File: src/rtl/ehp_pkg.sv
// Shared types, status codes and header field layout for the object file header parser.
`timescale 1ns / 1ps

package ehp_pkg;

  typedef struct packed {
    logic [7:0] data_byte;
    logic       end_of_stream;
  } ehp_in_t;

  typedef struct packed {
    logic [3:0]  status;
    logic        is_64bit;
    logic        big_endian;
    logic [15:0] object_type;
    logic [15:0] machine;
    logic [63:0] entry_point;
    logic [63:0] program_header_offset;
    logic [63:0] section_header_offset;
    logic [31:0] header_flags;
    logic [15:0] program_header_count;
    logic [15:0] section_count;
    logic [15:0] string_section_index;
  } ehp_out_t;

  localparam logic [3:0] ST_OK       = 4'd0;
  localparam logic [3:0] ST_MAGIC    = 4'd1;
  localparam logic [3:0] ST_CLASS    = 4'd2;
  localparam logic [3:0] ST_ENCODING = 4'd3;
  localparam logic [3:0] ST_IDVER    = 4'd4;
  localparam logic [3:0] ST_PAD      = 4'd5;
  localparam logic [3:0] ST_EVERSION = 4'd6;
  localparam logic [3:0] ST_STRNDX   = 4'd7;
  localparam logic [3:0] ST_TRUNC    = 4'd8;

  localparam logic [6:0] IDENT_LEN = 7'd16;

  localparam logic [7:0] MAG0 = 8'h7F;
  localparam logic [7:0] MAG1 = 8'h45;  // 'E'
  localparam logic [7:0] MAG2 = 8'h4C;  // 'L'
  localparam logic [7:0] MAG3 = 8'h46;  // 'F'

  // ident byte positions
  localparam logic [6:0] ID_MAG0    = 7'd0;
  localparam logic [6:0] ID_MAG1    = 7'd1;
  localparam logic [6:0] ID_MAG2    = 7'd2;
  localparam logic [6:0] ID_MAG3    = 7'd3;
  localparam logic [6:0] ID_CLASS   = 7'd4;
  localparam logic [6:0] ID_DATA    = 7'd5;
  localparam logic [6:0] ID_VERSION = 7'd6;
  localparam logic [6:0] ID_OSABI   = 7'd7;
  localparam logic [6:0] ID_ABIVER  = 7'd8;

  typedef enum logic [3:0] {
    FLD_TYPE, FLD_MACHINE, FLD_VERSION, FLD_ENTRY, FLD_PHOFF, FLD_SHOFF,
    FLD_FLAGS, FLD_EHSIZE, FLD_PHENTSIZE, FLD_PHNUM, FLD_SHENTSIZE,
    FLD_SHNUM, FLD_SHSTRNDX
  } fld_t;

  typedef struct packed {
    logic       valid;
    fld_t       id;
    logic [2:0] off;
    logic       first;
    logic       last;
  } fld_loc_t;

  // Map a byte position past the ident to its header field.
  function automatic fld_loc_t fld_locate(input logic [6:0] pos, input logic is64);
    logic [6:0] a;
    logic [6:0] tail;
    logic [6:0] start;
    logic [6:0] len;
    fld_loc_t   loc;
    a     = is64 ? 7'd8 : 7'd4;
    tail  = is64 ? 7'd48 : 7'd36;
    start = 7'd0;
    len   = 7'd2;
    loc   = '0;
    loc.valid = 1'b1;
    if (pos < 7'd18) begin
      loc.id = FLD_TYPE;      start = 7'd16;
    end else if (pos < 7'd20) begin
      loc.id = FLD_MACHINE;   start = 7'd18;
    end else if (pos < 7'd24) begin
      loc.id = FLD_VERSION;   start = 7'd20; len = 7'd4;
    end else if (pos < 7'd24 + a) begin
      loc.id = FLD_ENTRY;     start = 7'd24; len = a;
    end else if (pos < 7'd24 + a + a) begin
      loc.id = FLD_PHOFF;     start = 7'd24 + a; len = a;
    end else if (pos < tail) begin
      loc.id = FLD_SHOFF;     start = 7'd24 + a + a; len = a;
    end else if (pos < tail + 7'd4) begin
      loc.id = FLD_FLAGS;     start = tail; len = 7'd4;
    end else if (pos < tail + 7'd6) begin
      loc.id = FLD_EHSIZE;    start = tail + 7'd4;
    end else if (pos < tail + 7'd8) begin
      loc.id = FLD_PHENTSIZE; start = tail + 7'd6;
    end else if (pos < tail + 7'd10) begin
      loc.id = FLD_PHNUM;     start = tail + 7'd8;
    end else if (pos < tail + 7'd12) begin
      loc.id = FLD_SHENTSIZE; start = tail + 7'd10;
    end else if (pos < tail + 7'd14) begin
      loc.id = FLD_SHNUM;     start = tail + 7'd12;
    end else if (pos < tail + 7'd16) begin
      loc.id = FLD_SHSTRNDX;  start = tail + 7'd14;
    end else begin
      loc.valid = 1'b0;
      start = pos;
    end
    loc.off   = 3'(pos - start);
    loc.first = (pos == start);
    loc.last  = (pos == start + len - 7'd1);
    return loc;
  endfunction

endpackage

File: src/rtl/ehp_core.sv
// Byte-wise header decode: position tracking, ident checks and field assembly.
`timescale 1ns / 1ps

module ehp_core import ehp_pkg::*; (
  input  logic     clk,
  input  logic     rst,
  input  logic     step,
  input  ehp_in_t  item,
  output logic     res_valid,
  output ehp_out_t res
);

  logic [6:0]  pos, pos_next;
  logic        finished, finished_next;
  logic        is64, is64_next;
  logic        big, big_next;
  logic [63:0] acc, acc_next;
  logic [15:0] held_type, held_type_next;
  logic [15:0] held_machine, held_machine_next;
  logic [63:0] held_entry, held_entry_next;
  logic [63:0] held_phoff, held_phoff_next;
  logic [63:0] held_shoff, held_shoff_next;
  logic [31:0] held_flags, held_flags_next;
  logic [15:0] held_phnum, held_phnum_next;
  logic [15:0] held_shnum, held_shnum_next;

  fld_loc_t    loc;
  logic [63:0] acc_base;
  logic [63:0] acc_new;
  logic [7:0]  b;
  logic [3:0]  err;

  assign b   = item.data_byte;
  assign loc = fld_locate(pos, is64);

  always_comb begin
    acc_base = loc.first ? 64'd0 : acc;
    if (big) begin
      acc_new = {acc_base[55:0], b};
    end else begin
      acc_new = acc_base | (64'(b) << {loc.off, 3'b000});
    end
  end

  // ident checks
  always_comb begin
    err = ST_OK;
    case (pos)
      ID_MAG0:    if (b != MAG0) err = ST_MAGIC;
      ID_MAG1:    if (b != MAG1) err = ST_MAGIC;
      ID_MAG2:    if (b != MAG2) err = ST_MAGIC;
      ID_MAG3:    if (b != MAG3) err = ST_MAGIC;
      ID_CLASS:   if (b != 8'd1 && b != 8'd2) err = ST_CLASS;
      ID_DATA:    if (b != 8'd1 && b != 8'd2) err = ST_ENCODING;
      ID_VERSION: if (b != 8'd1) err = ST_IDVER;
      ID_OSABI, ID_ABIVER: err = ST_OK;
      default:    if (b != 8'd0) err = ST_PAD;
    endcase
  end

  always_comb begin
    pos_next          = pos;
    finished_next     = finished;
    is64_next         = is64;
    big_next          = big;
    acc_next          = acc;
    held_type_next    = held_type;
    held_machine_next = held_machine;
    held_entry_next   = held_entry;
    held_phoff_next   = held_phoff;
    held_shoff_next   = held_shoff;
    held_flags_next   = held_flags;
    held_phnum_next   = held_phnum;
    held_shnum_next   = held_shnum;
    res_valid         = 1'b0;
    res               = '0;

    if (step) begin
      if (item.end_of_stream) begin
        pos_next      = '0;
        finished_next = 1'b0;
        is64_next     = 1'b0;
        big_next      = 1'b0;
        acc_next      = '0;
        res_valid     = !finished;
        res.status    = ST_TRUNC;
      end else if (!finished) begin
        pos_next = pos + 7'd1;
        if (pos < IDENT_LEN) begin
          if (pos == ID_CLASS) is64_next = (b == 8'd2);
          if (pos == ID_DATA)  big_next  = (b == 8'd2);
          if (err != ST_OK) begin
            res_valid     = 1'b1;
            res.status    = err;
            finished_next = 1'b1;
          end
        end else if (!loc.valid) begin
          finished_next = 1'b1;
        end else begin
          acc_next = acc_new;
          if (loc.last) begin
            case (loc.id)
              FLD_TYPE:    held_type_next    = acc_new[15:0];
              FLD_MACHINE: held_machine_next = acc_new[15:0];
              FLD_VERSION: begin
                if (acc_new[31:0] != 32'd1) begin
                  res_valid     = 1'b1;
                  res.status    = ST_EVERSION;
                  finished_next = 1'b1;
                end
              end
              FLD_ENTRY:   held_entry_next   = acc_new;
              FLD_PHOFF:   held_phoff_next   = acc_new;
              FLD_SHOFF:   held_shoff_next   = acc_new;
              FLD_FLAGS:   held_flags_next   = acc_new[31:0];
              FLD_PHNUM:   held_phnum_next   = acc_new[15:0];
              FLD_SHNUM:   held_shnum_next   = acc_new[15:0];
              FLD_SHSTRNDX: begin
                res_valid     = 1'b1;
                finished_next = 1'b1;
                if (acc_new[15:0] > held_shnum) begin
                  res.status = ST_STRNDX;
                end else begin
                  res.status                = ST_OK;
                  res.is_64bit              = is64;
                  res.big_endian            = big;
                  res.object_type           = held_type;
                  res.machine               = held_machine;
                  res.entry_point           = held_entry;
                  res.program_header_offset = held_phoff;
                  res.section_header_offset = held_shoff;
                  res.header_flags          = held_flags;
                  res.program_header_count  = held_phnum;
                  res.section_count         = held_shnum;
                  res.string_section_index  = acc_new[15:0];
                end
              end
              default: ;
            endcase
          end
        end
      end
    end
  end

  always_ff @(posedge clk) begin
    if (rst) begin
      pos      <= '0;
      finished <= 1'b0;
      is64     <= 1'b0;
      big      <= 1'b0;
    end else begin
      pos      <= pos_next;
      finished <= finished_next;
      is64     <= is64_next;
      big      <= big_next;
    end
  end

  always_ff @(posedge clk) begin
    acc          <= acc_next;
    held_type    <= held_type_next;
    held_machine <= held_machine_next;
    held_entry   <= held_entry_next;
    held_phoff   <= held_phoff_next;
    held_shoff   <= held_shoff_next;
    held_flags   <= held_flags_next;
    held_phnum   <= held_phnum_next;
    held_shnum   <= held_shnum_next;
  end

  a_drop_after_result: assert property (@(posedge clk) disable iff (rst)
    (step && !item.end_of_stream && finished) |-> !res_valid)
    else $error("result while discarding bytes");

  a_finish_on_result: assert property (@(posedge clk) disable iff (rst)
    (res_valid && res.status != ST_TRUNC) |=> finished)
    else $error("parser not finished after a result");

  a_eos_clears: assert property (@(posedge clk) disable iff (rst)
    (step && item.end_of_stream) |=> (pos == 7'd0 && !finished))
    else $error("end marker did not return parser to header start");

endmodule

File: src/rtl/elf_header_parser.sv
// Top level of the object file header parser: input handshake and two-deep result buffer.
`timescale 1ns / 1ps

// Streaming object file header checker. One byte beat per cycle on item; the
// header state advances in the cycle the beat is taken. Magic, class, data
// encoding, ident version, pad bytes and the header version word are checked
// as they pass; the first failure produces an error result (all fields zero
// but status) and the remaining bytes are dropped until an end_of_stream beat,
// which quietly rearms the parser. At the last header byte (52 bytes for
// 32-bit, 64 for 64-bit files) one result carries the decoded fields, or
// status 7 when the string table index exceeds the section count. An
// end_of_stream beat before that produces a truncated result (status 8).
// Results go through a two-entry output buffer (output register plus skid
// register); item_ready drops only while both are full, so throughput is one
// byte per cycle as long as result is drained.
module elf_header_parser import ehp_pkg::*; (
  input  logic     clk,
  input  logic     rst,
  input  logic     item_valid,
  output logic     item_ready,
  input  ehp_in_t  item,
  output logic     result_valid,
  input  logic     result_ready,
  output ehp_out_t result
);

  logic     step;
  logic     res_valid;
  ehp_out_t res;
  logic     push, pop;
  logic     skid_valid;
  ehp_out_t skid;

  assign item_ready = !skid_valid;
  assign step       = item_valid && item_ready;
  assign push       = res_valid;
  assign pop        = result_valid && result_ready;

  ehp_core u_core (
    .clk       (clk),
    .rst       (rst),
    .step      (step),
    .item      (item),
    .res_valid (res_valid),
    .res       (res)
  );

  // output register, backed by a skid register when the consumer stalls
  always_ff @(posedge clk) begin
    if (rst) begin
      result_valid <= 1'b0;
      skid_valid   <= 1'b0;
    end else if (!result_valid || pop) begin
      result_valid <= skid_valid || push;
      skid_valid   <= 1'b0;
    end else if (push) begin
      skid_valid   <= 1'b1;
    end
  end

  always_ff @(posedge clk) begin
    if (!result_valid || pop) begin
      result <= skid_valid ? skid : res;
    end
    if (result_valid && !pop && push) begin
      skid <= res;
    end
  end

  a_skid_behind_out: assert property (@(posedge clk) disable iff (rst)
    skid_valid |-> result_valid)
    else $error("skid holds a beat while output register is empty");

  a_error_fields_zero: assert property (@(posedge clk) disable iff (rst)
    (result_valid && result.status != ST_OK) |->
      (result.entry_point == 64'd0 && result.section_count == 16'd0 &&
       result.string_section_index == 16'd0 && !result.is_64bit))
    else $error("error result carries header fields");

  a_skid_holds: assert property (@(posedge clk) disable iff (rst)
    (skid_valid && !pop) |=> skid_valid)
    else $error("skid beat lost");

endmodule

File: config.mk
export PLATFORM = sky130hd
export DESIGN_NAME = elf_header_parser
export DESIGN_NICKNAME = d
export VERILOG_FILES = /design/src/rtl/ehp_pkg.sv /design/src/rtl/ehp_core.sv /design/src/rtl/elf_header_parser.sv
export SDC_FILE = /design/constraint.sdc
export NUM_CORES = 1
export LEC_CHECK = 0
export ABC_AREA = 0
export CAP_MARGIN = 20
export CORE_MARGIN = 4
export CORE_UTILIZATION = 49
export CTS_BUF_LIST = sky130_fd_sc_hd__clkbuf_8
export DETAILED_ROUTE_END_ITERATION = 8
export DONT_BUFFER_PORTS = 1
export PLACE_DENSITY = 0.72
export SETUP_SLACK_MARGIN = 0.4
export SLEW_MARGIN = 20
export SYNTH_ARGS = -nofsm -noshare
export SYNTH_HDL_FRONTEND = slang
export SYNTH_SLANG_ARGS = --single-unit
File: constraint.sdc
create_clock -name clk -period 45.6 [get_ports clk]
set_clock_uncertainty 0.15 [all_clocks]
set_input_delay 11.4 -clock clk [delete_from_list [all_inputs] [get_ports clk]]
set_output_delay 11.4 -clock clk [all_outputs]
set_load 0.1 [all_outputs]
* After elaboration in Yosys (flattened, before gate mapping)
Index checks and enable logic that the tools add are counted.
** Word-level totals
- Logic and storage cells :: 234
- Register bits after elaboration :: 984
- Bits of input ports :: 13
- Output and inout port bits :: 312
** Cells by class
- Reductions and logical operators :: 33
- Equality and inequality tests :: 29
- Shifts and indexed selects :: 1
- $add $sub $neg :: 13
- Magnitude comparators :: 15
- Multiplexer cells :: 100
- Bitwise gates (word level) :: 4
** Operator list (count)
- two-way mux 310 bit :: 5
- two-way mux 306 bit :: 4
- two-way mux 64 bit :: 5
- two-way mux 7 bit :: 21
- two-way mux 4 bit :: 17
- OR 64 bit :: 1
- << shifter 8 x 6 -> 64 bit :: 1
- less-than comparator 7 bit :: 9
- AND reduction 7 bit :: 8
- two-way mux 1 bit :: 37
- != test 32 x 1 -> 1 bit (second input constant) :: 1
- != test 8 x 7 -> 1 bit (second input constant) :: 4
- case mux 4 bit (8 select lines) :: 1
- adder 7 x 4 -> 7 bit (second input constant) :: 4
- == test 7 x 3 -> 1 bit (second input constant) :: 4
- less-than comparator 7 x 5 -> 1 bit (second input constant) :: 4
- > comparator 16 bit :: 1
- two-way mux 3 bit :: 5
- adder 7 x 3 -> 7 bit (second input constant) :: 2
- adder 7 bit :: 2
- == test 7 x 2 -> 1 bit (second input constant) :: 2
- == test 7 bit :: 2
- == test 4 x 3 -> 1 bit (second input constant) :: 3
- == test 4 bit (second input constant) :: 3
- 30 further kinds :: 49

* Longest topological paths before layout
Gate-level depths: netlist of the first run.
- Word-level depth :: 30
- Mapped depth :: 35
- Gate-level depth less buffers :: 30

* Modules after synthesis
From an unflattened synthesis of the first run, not the netlist that was laid out.
** Second synthesis, totals
- Cells, all modules :: 2463
- Area total of the unflattened synthesis :: 41372.2 µm²
** Modules (own cells, without submodules)
- elf_header_parser :: area each 23557.6 µm², sequential area each 18657.9 µm², times used 1, cells each 975
- ehp_core :: area each 17814.6 µm², sequential area each 10770.3 µm², times used 1, cells each 1488

* Least setup slack after synthesis of the first run
No wires, ideal clock.
- Path type :: input to register
- From :: input port result_ready
- To :: register skid[0] (netlist bit) (enable)
- Path buffers :: 0
- Cell stages on the path :: 3
- Arrival time :: 35.087 ns
- Required time :: 42.085 ns
- Setup time :: 3.365 ns
- Slack :: 6.998 ns
- Cell sequence :: nor2b_1 -> inv_1 -> a211oi_2
** On the way
- Word-level cells in the longest chain between the ends :: 4
** RTL lines
- from (decl) :: RTL line elf_header_parser.sv:23 : input logic result_ready,
- logical AND 1 bit :: RTL line elf_header_parser.sv:37 : assign pop = result_valid && result_ready;
- logical NOT 1 bit :: RTL line elf_header_parser.sv:65 : if (result_valid && !pop && push) begin
- logical AND 1 bit (2 in series) :: RTL line elf_header_parser.sv:65
- to (signal assigned) :: RTL line elf_header_parser.sv:66 : skid <= res;
- to (decl) :: RTL line elf_header_parser.sv:32 : ehp_out_t skid;
No other way between the ends.
A chain may end at the register's enable or synchronous reset.

==> summary.md, run 1 <==
| Metric | Value |
|---|---|
| Worst Slack Setup Final | 30.53 ns |
| Dpl cell area | 0.03991 mm^2 |
| Multi-input gate area | 0.008652 mm^2 |
| Worst hold path type | reg2reg |
| Slew margin rel. | 22.56% |
| Vias/cell | 5.737 |
| Net Switching | 529.2 uW |
| Final hold viol count | 0 |
| Largest family of logic cells by synthesized area | compound AO/OA/AOI/OAI gates |
| Static Leak | 17.25 nW |
| Post-DRT Antenna Nets | 0 |
| Crit path DAT | 15.53 ns |
| Top Metal Used | met4 |
| Flop2flop setup slack | 35.71 ns |
| Die area | 0.08368 mm^2 |
| Post-synth design cell area | 0.03877 mm^2 |
| Tcrit/Tclk final | 33.05% |
| H-tree depth | 4 |
| Pwr Total | 1.925 mW |
| FF-to-FF path depth | 28 |
| Family with the most delay on the worst path | compound AO/OA/AOI/OAI gates |
| Synthesized area per cell | 15.97 um^2 |
| Mux cell area share after synthesis | 0.5777% |
| Minimum clock period after layout | 15.07 ns |
| CTS Buffer Depth | 3 |
| CTS buffer count | 157 |
| Met2 wire length | 43800 um |
| Setup violations, final | 0 |
| Worst hold slack | 0.3644 ns |
| Port bufs | 0 |
| Cells along the critical path | a22oi_1 -> inv_1 -> ha_1 -> nor2b_1 -> o21a_1 -> o21a_1 -> o21a_1 -> o21a_1 -> o21a_1 -> o21ai_0 -> a21oi_1 -> o31ai_1 -> and3_4 -> buf_4 -> and2_1 -> a21o_1 |
| P_int | 1.395 mW |
| Synth top area share | 75.29% |
| Vias in the first global route | 20750 |
| Dpl hpwl | 56120 um |
| CTS sink cnt | 984 |
| Total Neg Setup Slack | 0 ns |
| Vias | 20960 |
| Metal3 WL | 6288 um |
| WHS Path Cells | 1 |
| Nets | 2551 |
| Initial Util | 49.72% |
| Number of synthesized flops with an enable pin | 972 |
| Routability cong. | 0.8833 |
| Fraction of layout cells with a size suffix above 1 | 10.69% |
| Status | completed |
| Clock network fraction of total power | 36.0% |
| Final WL | 89890 um |
| Top cell by count, worst path | o21a_1 |
| Synth Area in Compound Gates | 10.29% |
| Ys Warns | 0 |
| DRC | 0 |
| GRT Overall Usage | 21.14% |
| Largest net degree at the start of global routing | 157 |
| Main synth FF type | edfxtp_1 |
| FILL cells | 6054 |
| Register Area | 0.02944 mm^2 |
| Worst vdd ir | 0.00002781 V |
| Max Clock Freq | 66.36 MHz |
| Cell area after layout | 0.04282 mm^2 |
| PwrDens | 44.95 mW/mm^2 |
| Sequential share of power | 61.8% |
| Die Ht | 289.3 um |
| Worst Path Buf+Inv | 2 |
| Asr flop ratio synth | 0% |
| Core Area | 0.07798 mm^2 |
| Switching Fraction | 27.50% |
| Synth Register Bits | 984 |
| Post-Route M1 WL | 37920 um |
| First-pass GRT wire length | 132600 um |
| Max-slew violations | 0 |
| Crit end category | flip-flop |
| Synth Area in Adders | 1.452% |
| First DRT Iteration DRCs | 2016 |
| Root buffer cell | clkbuf_8 |
| RSZ-0062 raised after global routing | no |
| WP data required | 46.06 ns |
| Synth Area in Simple Gates | 9.346% |
| Worst skew pair latency | 0.78 ns |
| P&R area growth vs syn | 10.44% |
| Netlist cell types | 87 |
| IO Pins | 325 |
| Cell taking the most area after synthesis | edfxtp_1 |
| CP max stage cell | buf_4 |
| Synthesized net count | 2483 |
| Post-CTS Setup Bufs | 0 |
| Routed length per instance | 24.61 um |
| Post-CTS Hold Fix Bufs | 0 |
| Clock transition at the registers of the reported paths | 0.06 ns |
| Site Rows | 102 |
| Worst-margin pin slew | 1.149 ns |
| Reg-to-reg critical path startpoint | u_core.is64$_SDFFE_PP0P_ |
| Worst Hold Launch | skid[290]$_DFFE_PP_ |
| Remaining Overflow, GRT | 0 |
| Cells after synthesis | 2427 |
| Comb pwr share | 2.2% |
| Max-cap violations | 0 |
| Top post-synthesis cells by area | edfxtp_1 75%, a21o_1 6.1%, and2_1 5.5% |
| CTS tree | done |
| Worst Setup Start Kind | input pin |
| Register area share after synthesis | 75.91% |
| Worst hold path endpoint | result[290]$_DFFE_PP_ |
| CTS resizes | 0 |
| Critical R2R Capture | result[245]$_DFFE_PP_ |
| DIE WIDTH | 289.3 um |
| Pre-CTS setup slack | 29.82 ns |
| Crit-path max FO | 98 |
| Max stage delay on crit path | 0.69 ns |
| XOR/XNOR Fraction of Synth Area | 0.4906% |
| Initial antenna violation count | 3 |
| Detailed Routing Iterations Pass 1 | 6 |
| CP Class | in2reg |
-- worst reg2reg max path: cells and delay by family, from the launching register on --
family	cells	cell delay, ns
buffers and inverters	3	1.35
DFF	1	0.80
AOI/OAI and AO/OA	12	2.79
adders and majority gates	3	1.26
and+or+nand+nor	10	3.39
-- synthesized netlist by cell type (19+ instances only) --
master and number:
edfxtp_1 972, and2_1 339, a21o_1 315, nor2_1 97
nand2_1 83, clkbuf_1 81, inv_1 50, a21oi_1 44
o21ai_0 43, ha_1 41, buf_2 33, a22oi_1 20
mux2i_1 19, nand3_1 19
-- worst max path at each step --
stage,startpoint,endpoint,cells after the start
after floorplan,result_ready,skid[0]$_DFFE_PP_,3
after global placement,item[2],result[83]$_DFFE_PP_,18
after detailed placement,item[3],result[226]$_DFFE_PP_,17
after CTS,item[3],result[125]$_DFFE_PP_,17
after global routing,item[3],result[187]$_DFFE_PP_,17
final,item[2],result[245]$_DFFE_PP_,16
-- power groups by stage --
stage / Clock (mW) / Combinational [mW] / Sequential, mW
after floorplan: 0 / 0.0281 / 1.20
after global placement: 0 / 0.0421 / 1.21
after detailed placement: 0 / 0.0433 / 1.21
after CTS: 0.711 / 0.0434 / 1.19
after global routing: 0.757 / 0.0469 / 1.19
final: 0.693 / 0.0432 / 1.19
-- routing by layer --
layer	GRT usage, %	vias to the layer above
met5	0	-
li1	-	9315
met4	6.713	0
met2	33.76	799
met3	5.090	120
met1	28.94	10720
-- cell families (layout without fill, tap and decap cells) --
logic type      after synthesis  after routing
compound gates              539            539
other cells                   0              2
flops                       984            984
mux                          22             22
fa+ha+maj                    44             44
simple gates                641            641
xor+xnor                     20             20
buf+inv                     177            361
-- area by class of cell --
type	count	share of cell area, %
clock inverters	117	1.604
diodes	2	0.01169
inverters	52	0.4734
multi-input cells	1266	20.21
repair buffers	34	0.8358
flip-flops and latches	984	68.75
clock buffers	158	5.079
well taps	1040	3.039
-- through the flow --
step	util, %	cells
3_3_place_gp	51.11	3372
2_1_floorplan	-	2427
3_5_place_dp	51.19	3374
5_1_grt	54.91	3652
4_1_cts	54.86	3649
6_report	54.91	3653
-- cells in the final DEF (no fill, tap or decap), types with 11 or more instances in the layout --
master    Yosys  routed
nor2_1       97      93
clkbuf_8      0     158
inv_1        50     103
a221oi_1     16      16
edfxtp_1    972     972
nand2b_1     11      11
clkinv_1      2      34
nor3_1       18      18
xnor2_1      14      14
a21o_1      315     315
mux2i_1      19      19
a22oi_1      20      20
nand4_1      11      11
a21oi_1      44      43
and2_1      339     339
nand2_1      83      83
buf_4         6      25
nand3_1      19      19
ha_1         41      41
clkinv_2      0      13
o21ai_0      43      41
-- sequential cells by signal, indices dropped and copies added, names as in the netlist, 7 cells and up --
register,flops
result,310
skid,310
u_core.acc,64
u_core.held_entry,64
u_core.held_phoff,64
u_core.held_shoff,64
u_core.held_flags,32
u_core.held_machine,16
u_core.held_phnum,16
u_core.held_shnum,16
u_core.held_type,16
u_core.pos,7
(Power assumes the default switching activity.)
==> inputs of run 2 (changes only) <==
--- a/config.mk
+++ b/config.mk
@@ -5,7 +5,7 @@
 export SDC_FILE = /design/constraint.sdc
 export NUM_CORES = 1
 export LEC_CHECK = 0
-export ABC_AREA = 0
+export ABC_AREA = 1
 export CAP_MARGIN = 20
 export CORE_MARGIN = 4
 export CORE_UTILIZATION = 49
==> constraint.sdc (replaced) <==
create_clock -name clk -period 15.8 [get_ports clk]
set_clock_uncertainty 0.15 [all_clocks]
set_input_delay 3.95 -clock clk [delete_from_list [all_inputs] [get_ports clk]]
set_output_delay 3.95 -clock clk [all_outputs]
set_load 0.1 [all_outputs]
==> summary.md, run 2 <==
| Metric | Value |
|---|---|
| Synth Register Bits | 984 |
| Clock transition at the registers of the reported paths | 0.07 ns |
| Worst Setup Start Kind | flip-flop |
| Dpl hpwl | 59420 um |
| Worst Slack Setup Final | 7.019 ns |
| Max-cap violations | 0 |
| Max Clock Freq | 113.9 MHz |
| Static Leak | 19.71 nW |
| Post-CTS Setup Bufs | 0 |
| Top post-synthesis cells by area | edfxtp_1 72%, nor2_1 12%, inv_1 4.0% |
| Crit end category | flip-flop |
| Worst vdd ir | 0.00007749 V |
| Worst Path Buf+Inv | 6 |
| Reg-to-reg critical path startpoint | u_core.is64$_SDFFE_PP0P_ |
| First DRT Iteration DRCs | 2574 |
| DIE WIDTH | 295.1 um |
| Cell taking the most area after synthesis | edfxtp_1 |
| Max-slew violations | 0 |
| Slew margin rel. | 17.63% |
| Detailed Routing Iterations Pass 1 | 6 |
| Most frequent cells in the layout | 1301 x nor2_1, 972 x edfxtp_1, 472 x inv_1, 336 x nand2_1, 160 x clkbuf_8 |
| DRC | 0 |
| Routability cong. | 0.9524 |
| Synthesized net count | 3633 |
| Nets | 3673 |
| Pre-CTS setup slack | 7.066 ns |
| CTS resizes | 0 |
| Fin util | 54.25% |
| H-tree depth | 4 |
| P&R area growth vs syn | 9.904% |
| Worst hold path endpoint | u_core.finished$_SDFFE_PP0P_ |
| Root buffer cell | clkbuf_8 |
| Tcrit/Tclk final | 55.57% |
| Synth top area share | 72.25% |
| Routed length per instance | 19.70 um |
| Minimum clock period after layout | 8.781 ns |
| CTS Buffer Depth | 3 |
| Flop2flop setup slack | 7.02 ns |
| CTS tree | done |
| Worst skew pair latency | 0.81 ns |
| Vias/cell | 5.157 |
| Port bufs | 0 |
| Top-count cell post-synth | nor2_1 |
| PwrDens | 126.3 mW/mm^2 |
| Netlist cell types | 44 |
| Max stage delay on crit path | 0.91 ns |
| Final WL | 94940 um |
| Cells after synthesis | 3577 |
| First-pass GRT wire length | 141600 um |
| Main synth FF type | edfxtp_1 |
| Initial Util | 49.36% |
| Die Ht | 295.1 um |
| Multi-input gate area | 0.008696 mm^2 |
| Post-CTS Hold Fix Bufs | 0 |
| Die area | 0.08711 mm^2 |
| Crit path DAT | 9.25 ns |
| CTS sink cnt | 984 |
| Register area share after synthesis | 72.84% |
| CTS buffer count | 159 |
| WHS Path Cells | 2 |
| Synth cell count leaders | 1307 x nor2_1, 972 x edfxtp_1, 432 x inv_1, 337 x nand2_1, 92 x nand3_1 |
| IO Pins | 325 |
| Status | completed |
| Register Area | 0.02943 mm^2 |
| WP data required | 16.26 ns |
| Core Area | 0.08185 mm^2 |
| RSZ-0062 raised after global routing | no |
| CP Class | reg2reg |
| Number of synthesized flops with an enable pin | 972 |
| Family with the most delay on the worst path | simple AND/OR/NAND/NOR gates |
| Most common cell after layout, fill and taps aside | nor2_1 |
| GRT Overall Usage | 21.51% |
| Final hold viol count | 0 |
| Setup violations, final | 0 |
| Asr flop ratio synth | 0% |
| Worst hold path type | reg2reg |
| Worst-margin pin slew | 1.223 ns |
| Remaining Overflow, GRT | 0 |
| Crit-path max FO | 208 |
| Vias in the first global route | 23680 |
| Post-synth design cell area | 0.04040 mm^2 |
| Total Neg Setup Slack | 0 ns |
| Site Rows | 105 |
| Critical R2R Capture | result[73]$_DFFE_PP_ |
| Fraction of layout cells with a size suffix above 1 | 8.242% |
| Post-DRT Antenna Nets | 0 |
| FILL cells | 6773 |
| CP max stage cell | fa_1 |
| FF-to-FF path depth | 31 |
| Initial antenna violation count | 4 |
| Ys Warns | 0 |
| Worst Hold Launch | u_core.finished$_SDFFE_PP0P_ |
| Largest net degree at the start of global routing | 209 |
| Vias | 24860 |
| Worst hold slack | 0.3184 ns |
| Pwr Total | 5.607 mW |
| Largest regs | result: 310 flops, skid: 310 flops |
| Synthesized area per cell | 11.29 um^2 |
==> run 2: changes by cell type in the layout (fill, tap and decap cells not counted), moves of 30 or more <==
cell	change
nand3_1	+73
nand2_2	+30
inv_1	+369
nor2_1	+1208
nand2_1	+253
and2_1	-339
a21o_1	-315
==> run 2: where the power goes <==
part / switching [mW] / total (mW) / leakage (nW) / internal (mW)
clock: 1.01 / 2.08 / 1.70 / 1.07
sequential: 0.438 / 3.38 / 10.4 / 2.94
combinational: 0.118 / 0.149 / 7.64 / 0.0304
total: 1.57 / 5.61 / 19.7 / 4.04
==> run 2: worst max path at each step <==
stage,start,endpoint,slack (ns),cells past startpoint
after global routing,u_core.is64$_SDFFE_PP0P_,result[73]$_DFFE_PP_,6.28,37
after CTS,u_core.is64$_SDFFE_PP0P_,result[6]$_DFFE_PP_,7.22,36
after global placement,item[3],result[73]$_DFFE_PP_,7.18,18
after detailed placement,item[2],result[73]$_DFFE_PP_,7.07,18
final,u_core.is64$_SDFFE_PP0P_,result[73]$_DFFE_PP_,7.02,31
after floorplan,result_ready,skid[0]$_DFFE_PP_,-7.32,3
==> run 2: per-stage QoR <==
stage / std cells / cell area [um^2]
after floorplan: 3577 / 40410
after detailed placement: 4526 / 41380
after global placement: 4525 / 41360
final: 4820 / 44400
after global routing: 4820 / 44400
after CTS: 4819 / 44400
==> run 2: cell type report <==
class	count	area share (%)
multi-input cells	2007	19.58
repair buffers	29	0.6030
diodes	1	0.005636
clock buffers	160	4.960
clock inverters	133	1.834
flip-flops and latches	984	66.29
inverters	436	3.711
well taps	1070	3.015
==> run 2: kinds of logic (layout without fill, tap and decap cells) <==
kind of cell / count (synthesis) / in the layout / synth area share [%]
AND/OR/NAND/NOR: 1828 / 1828 / 17.77
buffers and inverters: 586 / 758 / 5.751
multiplexers: 16 / 16 / 0.4460
adder cells (fa/ha/maj): 43 / 43 / 1.369
AO/OA/AOI/OAI: 107 / 107 / 1.542
flip-flops: 984 / 984 / 72.84
XOR/XNOR: 13 / 13 / 0.2818
other: 0 / 1 / 0
==> run 2: routing by layer <==
metal | GRT usage (%) | vias to the layer above | part of all wire [%]
met3 | 5.642 | 195 | 8.1
met5 | 0 | - | 0
met2 | 34.75 | 962 | 48
li1 | - | 11770 | -
met1 | 28.19 | 11930 | 40
met4 | 8.333 | 0 | 3.6
==> run 2: tightest hold or removal path: stages (launching register included) <==
cell     delay (ns)
dfxtp_1        0.31
inv_1          0.05
a21oi_1        0.06
